$ cat src/rtl/core/drfr_pkg.sv
// Package for the delimited response frame receiver.
// Holds frame delimiters, store sizes and the response record type.
// No dependencies.
package drfr_pkg;

  localparam int BUFFER_DEPTH = 16;
  localparam int KEPT_BYTES   = 8;
  localparam int POS_W        = $clog2(BUFFER_DEPTH + 1);
  localparam int KEPT_W       = $clog2(KEPT_BYTES);

  localparam logic [7:0] BYTE_START = 8'h7E;
  localparam logic [7:0] BYTE_END   = 8'hEF;

  typedef struct packed {
    logic [7:0]  version;
    logic [7:0]  length;
    logic [7:0]  command;
    logic [7:0]  feedback;
    logic [15:0] parameter_word;
  } resp_t;

endpackage

$ cat src/rtl/core/delimited_response_frame_receiver.sv
// Delimited response frame receiver: a transferred byte passes the input
// register, then the check into the result register. One byte per cycle
// unless stalled; the checksum is a six-byte add and compare.
// rst is synchronous: clears enable, open flag, position, store and valids.
// Uses drfr_pkg, drfr_in_stage, drfr_frame_store and drfr_out_stage.
module delimited_response_frame_receiver (
  input  logic        clk,
  input  logic        rst,
  input  logic        cfg_write,
  input  logic        cfg_data,
  input  logic        in_valid,
  output logic        in_stall,
  input  logic [7:0]  rx_byte,
  output logic        out_valid,
  input  logic        out_stall,
  output logic [7:0]  resp_version,
  output logic [7:0]  resp_length,
  output logic [7:0]  resp_command,
  output logic [7:0]  resp_feedback,
  output logic [15:0] resp_parameter
);

  logic            held_valid;
  logic [7:0]      held_byte;
  logic            slot_free;
  logic            take;
  logic            hit;
  drfr_pkg::resp_t resp_calc;
  drfr_pkg::resp_t resp_q;

  // Advance the held byte only when the result slot can take its outcome.
  assign take = held_valid && slot_free;

  drfr_in_stage u_in (
    .clk        (clk),
    .rst        (rst),
    .in_valid   (in_valid),
    .in_stall   (in_stall),
    .rx_byte    (rx_byte),
    .take       (take),
    .held_valid (held_valid),
    .held_byte  (held_byte)
  );

  drfr_frame_store u_store (
    .clk       (clk),
    .rst       (rst),
    .cfg_write (cfg_write),
    .cfg_data  (cfg_data),
    .process   (take),
    .cur_byte  (held_byte),
    .hit       (hit),
    .resp      (resp_calc)
  );

  drfr_out_stage u_out (
    .clk       (clk),
    .rst       (rst),
    .load      (hit),
    .resp_in   (resp_calc),
    .slot_free (slot_free),
    .out_valid (out_valid),
    .out_stall (out_stall),
    .resp_out  (resp_q)
  );

  assign resp_version   = resp_q.version;
  assign resp_length    = resp_q.length;
  assign resp_command   = resp_q.command;
  assign resp_feedback  = resp_q.feedback;
  assign resp_parameter = resp_q.parameter_word;

endmodule

$ cat src/rtl/core/drfr_in_stage.sv
// Input register of the frame receiver: holds one received byte.
// Depends on nothing but its ports.
module drfr_in_stage (
  input  logic       clk,
  input  logic       rst,
  input  logic       in_valid,
  output logic       in_stall,
  input  logic [7:0] rx_byte,
  input  logic       take,
  output logic       held_valid,
  output logic [7:0] held_byte
);

  logic       valid_q;
  logic [7:0] byte_q;

  // The stage can load when empty or when its byte leaves this cycle.
  assign in_stall   = valid_q && !take;
  assign held_valid = valid_q;
  assign held_byte  = byte_q;

  always_ff @(posedge clk) begin
    if (rst) begin
      valid_q <= 1'b0;
    end else if (!in_stall) begin
      valid_q <= in_valid;
    end
  end

  always_ff @(posedge clk) begin
    if (in_valid && !in_stall) begin
      byte_q <= rx_byte;
    end
  end

endmodule

$ cat src/rtl/core/drfr_frame_store.sv
// Frame state of the receiver: byte store, write position, open flag,
// enable register and the negated-sum check. Uses drfr_pkg.
module drfr_frame_store (
  input  logic           clk,
  input  logic           rst,
  input  logic           cfg_write,
  input  logic           cfg_data,
  input  logic           process,
  input  logic [7:0]     cur_byte,
  output logic           hit,
  output drfr_pkg::resp_t resp
);

  logic [7:0]                 frame_bytes [drfr_pkg::KEPT_BYTES];
  logic [drfr_pkg::POS_W-1:0] write_position;
  logic                       frame_open;
  logic                       rx_enable;

  logic                       is_start;
  logic                       is_end;
  logic                       store_ok;
  logic [10:0]                sum;
  logic [15:0]                calc;
  logic [15:0]                sent;

  assign is_start = cur_byte == drfr_pkg::BYTE_START;
  assign is_end   = cur_byte == drfr_pkg::BYTE_END;
  assign store_ok = frame_open && !is_start && !is_end &&
                    (write_position < drfr_pkg::POS_W'(drfr_pkg::BUFFER_DEPTH));

  assign sum  = 11'(frame_bytes[0]) + 11'(frame_bytes[1]) + 11'(frame_bytes[2]) +
                11'(frame_bytes[3]) + 11'(frame_bytes[4]) + 11'(frame_bytes[5]);
  assign calc = 16'(0) - 16'(sum);
  assign sent = {frame_bytes[6], frame_bytes[7]};

  assign hit = process && rx_enable && is_end && (sent == calc);

  assign resp.version        = frame_bytes[0];
  assign resp.length         = frame_bytes[1];
  assign resp.command        = frame_bytes[2];
  assign resp.feedback       = frame_bytes[3];
  assign resp.parameter_word = {frame_bytes[4], frame_bytes[5]};

  always_ff @(posedge clk) begin
    if (rst) begin
      rx_enable <= 1'b0;
    end else if (cfg_write) begin
      rx_enable <= cfg_data;
    end
  end

  always_ff @(posedge clk) begin
    if (rst) begin
      write_position <= '0;
      frame_open     <= 1'b0;
    end else if (process && rx_enable) begin
      if (is_start) begin
        frame_open     <= 1'b1;
        write_position <= '0;
      end else if (is_end) begin
        frame_open <= 1'b0;
      end else if (store_ok) begin
        write_position <= write_position + drfr_pkg::POS_W'(1);
      end
    end
  end

  // Keep only the first eight positions; later bytes are counted up to sixteen and dropped.
  always_ff @(posedge clk) begin
    if (rst) begin
      for (int i = 0; i < drfr_pkg::KEPT_BYTES; i++) begin
        frame_bytes[i] <= 8'h00;
      end
    end else if (process && rx_enable && store_ok &&
                 (write_position < drfr_pkg::POS_W'(drfr_pkg::KEPT_BYTES))) begin
      frame_bytes[write_position[drfr_pkg::KEPT_W-1:0]] <= cur_byte;
    end
  end

endmodule

$ cat src/rtl/core/drfr_out_stage.sv
// Result register of the frame receiver: holds one decoded response.
// Uses drfr_pkg for the response record.
module drfr_out_stage (
  input  logic            clk,
  input  logic            rst,
  input  logic            load,
  input  drfr_pkg::resp_t resp_in,
  output logic            slot_free,
  output logic            out_valid,
  input  logic            out_stall,
  output drfr_pkg::resp_t resp_out
);

  logic            valid_q;
  drfr_pkg::resp_t resp_q;

  assign slot_free = !valid_q || !out_stall;
  assign out_valid = valid_q;
  assign resp_out  = resp_q;

  always_ff @(posedge clk) begin
    if (rst) begin
      valid_q <= 1'b0;
    end else if (load) begin
      valid_q <= 1'b1;
    end else if (!out_stall) begin
      valid_q <= 1'b0;
    end
  end

  always_ff @(posedge clk) begin
    if (load) begin
      resp_q <= resp_in;
    end
  end

endmodule

$ cat config.mk
export PLATFORM = sky130hd
export DESIGN_NAME = delimited_response_frame_receiver
export DESIGN_NICKNAME = d
export VERILOG_FILES = /design/src/rtl/core/drfr_pkg.sv /design/src/rtl/core/delimited_response_frame_receiver.sv /design/src/rtl/core/drfr_in_stage.sv /design/src/rtl/core/drfr_frame_store.sv /design/src/rtl/core/drfr_out_stage.sv
export SDC_FILE = /design/constraint.sdc
export NUM_CORES = 1
export LEC_CHECK = 0
export BUFFER_PORTS_ARGS = -buffer_cell sky130_fd_sc_hd__clkbuf_2
export CAP_MARGIN = 20
export CORE_ASPECT_RATIO = 1.1
export CORE_MARGIN = 5
export CORE_UTILIZATION = 57
export CTS_BUF_LIST = sky130_fd_sc_hd__clkbuf_4 sky130_fd_sc_hd__clkbuf_8
export DETAILED_ROUTE_END_ITERATION = 8
export GPL_TIMING_DRIVEN = 0
export PLACE_DENSITY = 0.77
export SLEW_MARGIN = 20
export SYNTH_ARGS = -nofsm -noshare
export SYNTH_HDL_FRONTEND = slang
export SYNTH_SLANG_ARGS = --single-unit
$ cat constraint.sdc
create_clock -name clk -period 28.1 [get_ports clk]
set_clock_uncertainty 0.15 [all_clocks]
set_input_delay 0 -clock clk [delete_from_list [all_inputs] [get_ports clk]]
set_output_delay 0 -clock clk [all_outputs]
set_load 0.05 [all_outputs]
==> results.txt <==
Logic gate share of total power: 27.9%
P_sw: 0.157 mW
Internal power: 0.343 mW
Seq cells post-synth: 129
Num CTS Buffers: 17
Post-synthesis average cell area: 13.2 µm²
Pleak: 3.00 nW
Area delta synth->final: 15.8%
Placed instance area: 6960 µm²
Multi-input logic area: 2400 µm²
Post-synthesis async set-or-reset flop share: 0%
Global-route wire length before repair: 20300 µm
Vias/cell: 5.39
Share of power burned in registers: 43.7%
Initial antenna violation count: 0
Arr. time, crit path: 7.78 ns
Fin. Hold Viols: 0
Peak VDD IR: 34.6 µV
Worst r2r path cells: 26
Max-cap viol count: 0
Critical Path Source Type: flop
Switching share of power: 31.4%
Grt ovf: 0
CTS Sinks: 129
WP data required: 28.09 ns
Crit path top cell by count: fa_1
Full die area: 13500 µm²
Syn nets: 549
Worst path bufs/invs: 6
Crit path kind: reg2reg
Status: complete, no violations
Fin. max-slew vios: 0
Crit share post-route: 27.7%
Slew HR: 39.9%
Setup TNS: 0 ns
Ys flop type: edfxtp_1
Final worst path period need: 7.79 ns
RSZ-0062 raised after global routing: false
Io pins: 64
Tot GR Track Use: 19.7%
Tightest Pin Transition: 0.895 ns
DR DRC count: 0
Largest net degree at the start of global routing: 17
Hold-fix buffers, CTS: 14
Wirelength per Cell: 17.0 µm
Multiplexer share of the synthesized area: 0.156%
Layout Nets: 648
Number of post-CTS setup repair buffers: 0
I/O Buffers: 62
Initial Util: 58.4%
Vias after detailed routing: 4015
CP delay by family, top: adder cells
Layout cells sized above 1: 19.7%
Register area: 3780 µm²
Final Setup Violations: 0
Post-Route WL: 12600 µm
Initial DRC Count: 282
Synth unique cells: 58
Hold Path Stages: 2
Gpl congestion: 0.916
Clk pwr share: 28.4%
Ys Warns: 0
Cell Rows: 40
Compound-Gate Fraction of Synth Area: 6.42%
Mapped cell area: 6430 µm²
Number of diodes: 0
Core Footprint: 11000 µm²
Adder-Cell Fraction of Synth Area: 12.3%
Worst skew pair latency: 0.44 ns
Crit path capture type: flop
Post-CTS sizing: 0
Worst min path class: in2reg
Fillers: 795
Worst-path clk slew: 0.08 ns
CP max FO: 11
TritonCTS clock tree: built
Max stage delay cell, worst path: nor3_2
Sequential element share of the synthesized area: 58.8%
Drt first pass iters: 5
Post-synthesis simple-gate area fraction: 14.2%
Clock Tree Buf Depth: 2
Gate Count Post-Synth: 487
XOR/XNOR Fraction of Synth Area: 4.26%
H-tree levels: 4
DP HPWL: 9220 µm
Fin cells: 745
Die height: 121 µm
Max incr delay on CP: 0.68 ns
Clock Tree Root: clkbuf_8
WP depth: 26
Post-synth EDFFs: 120
Final instance area: 7450 µm²
DRT antenna net count: 0
Placed cells: 700
Vias in the first global route: 4049
Die W: 111 µm
Fmax: 0.128 GHz
Largest family of logic cells by synthesized area: simple AND/OR/NAND/NOR gates
PD cells: 67.1 nW/µm²
layout make-up:
class,count,share of cell area (%)
inverters,60,3.02
plain buffers,7,0.353
clock inverters,14,1.54
clock buffers,17,3.14
repair buffers,80,6.45
multi-input cells,291,32.2
flip-flops and latches,129,50.8
well taps,147,2.47
cell usage in the layout (no fill, tap or decap), drive strengths merged, types with 14 or more instances in the layout:
cell	count
and2	59
xnor2	17
fa	25
a21oi	15
nor2	23
inv	62
clkbuf	85
nor3	19
ha	23
edfxtp	120
dlygate4sd3	14
metrics by stage:
stage,util [%],hold slack [ns],power [mW],worst slack (ns)
finish,67.7,0.119,0.500,20.31
global route,67.7,0.106,0.527,19.77
CTS,67.7,0.107,0.500,20.29
detailed placement,63.2,0.0286,0.360,20.37
global placement,62.9,0.0271,0.353,17.17
floorplan,-,-0.0511,0.331,18.88
routing by layer:
| layer | global-route usage (%) | wire (µm) | vias up |
|---|---|---|---|
| met1 | 23.3 | 5000 | 1942 |
| met2 | 34.5 | 6590 | 136 |
| li1 | - | - | 1911 |
| met3 | 5.29 | 753 | 26 |
| met4 | 7.30 | 283 | 0 |
| met5 | 0 | 0 | - |
worst paths after layout:
| path | endpoint | from | slack [ns] |
|---|---|---|---|
| setup / recovery | u_out.resp_out[35]$_DFFE_PP_ | u_store.frame_bytes[1][0]$_SDFFCE_PN0P_ | 20.31 |
| setup reg to reg | u_out.resp_out[35]$_DFFE_PP_ | u_store.frame_bytes[1][0]$_SDFFCE_PN0P_ | 20.31 |
| hold reg to reg | u_out.resp_out[2]$_DFFE_PP_ | u_store.frame_bytes[5][2]$_SDFFCE_PN0P_ | 0.30 |
| hold / removal | u_in.held_byte[7]$_DFFE_PP_ | rx_byte[7] | 0.12 |
registers in the layout, summed over array words and instances (netlist names):
name	count
u_in.held_byte	8
u_in.held_valid	1
u_out.out_valid	1
u_out.resp_out	48
u_store.frame_bytes	64
u_store.frame_open	1
u_store.rx_enable	1
u_store.write_position	5
synth_stat cells (4+ instances only):
cell | n | share of area [%]
nor2_1 | 23 | 1.3
a21o_1 | 4 | 0.47
or2_2 | 11 | 1.1
edfxtp_1 | 120 | 56
and3_1 | 5 | 0.49
clkbuf_1 | 6 | 0.35
nand2b_1 | 4 | 0.39
ha_1 | 23 | 4.5
nand2_1 | 12 | 0.70
o21ai_0 | 12 | 0.93
a21oi_1 | 15 | 1.2
nor3_1 | 19 | 1.5
inv_1 | 59 | 3.4
dfxtp_1 | 9 | 2.8
fa_1 | 25 | 7.8
nand3_1 | 7 | 0.54
and2_1 | 59 | 5.7
nand4_1 | 4 | 0.39
xor2_1 | 6 | 0.82
a211oi_1 | 4 | 0.47
xnor2_1 | 17 | 2.3
power groups by stage:
| stage | clock network [mW] | logic, mW | registers [mW] |
|---|---|---|---|
| final | 0.142 | 0.139 | 0.219 |
| after global placement | 0 | 0.131 | 0.223 |
| after floorplan | 0 | 0.111 | 0.220 |
| after CTS | 0.142 | 0.139 | 0.219 |
| after global routing | 0.153 | 0.155 | 0.219 |
| after detailed placement | 0 | 0.137 | 0.223 |
cells by family after synthesis:
logic type | after synthesis
and+or+nand+nor | 161
DFF | 129
buffers and inverters | 67
AOI/OAI and AO/OA | 55
adders and majority gates | 48
xor gates and xnor gates | 26
muxes | 1
No activity file was read; power rests on OpenSTA's default activity.
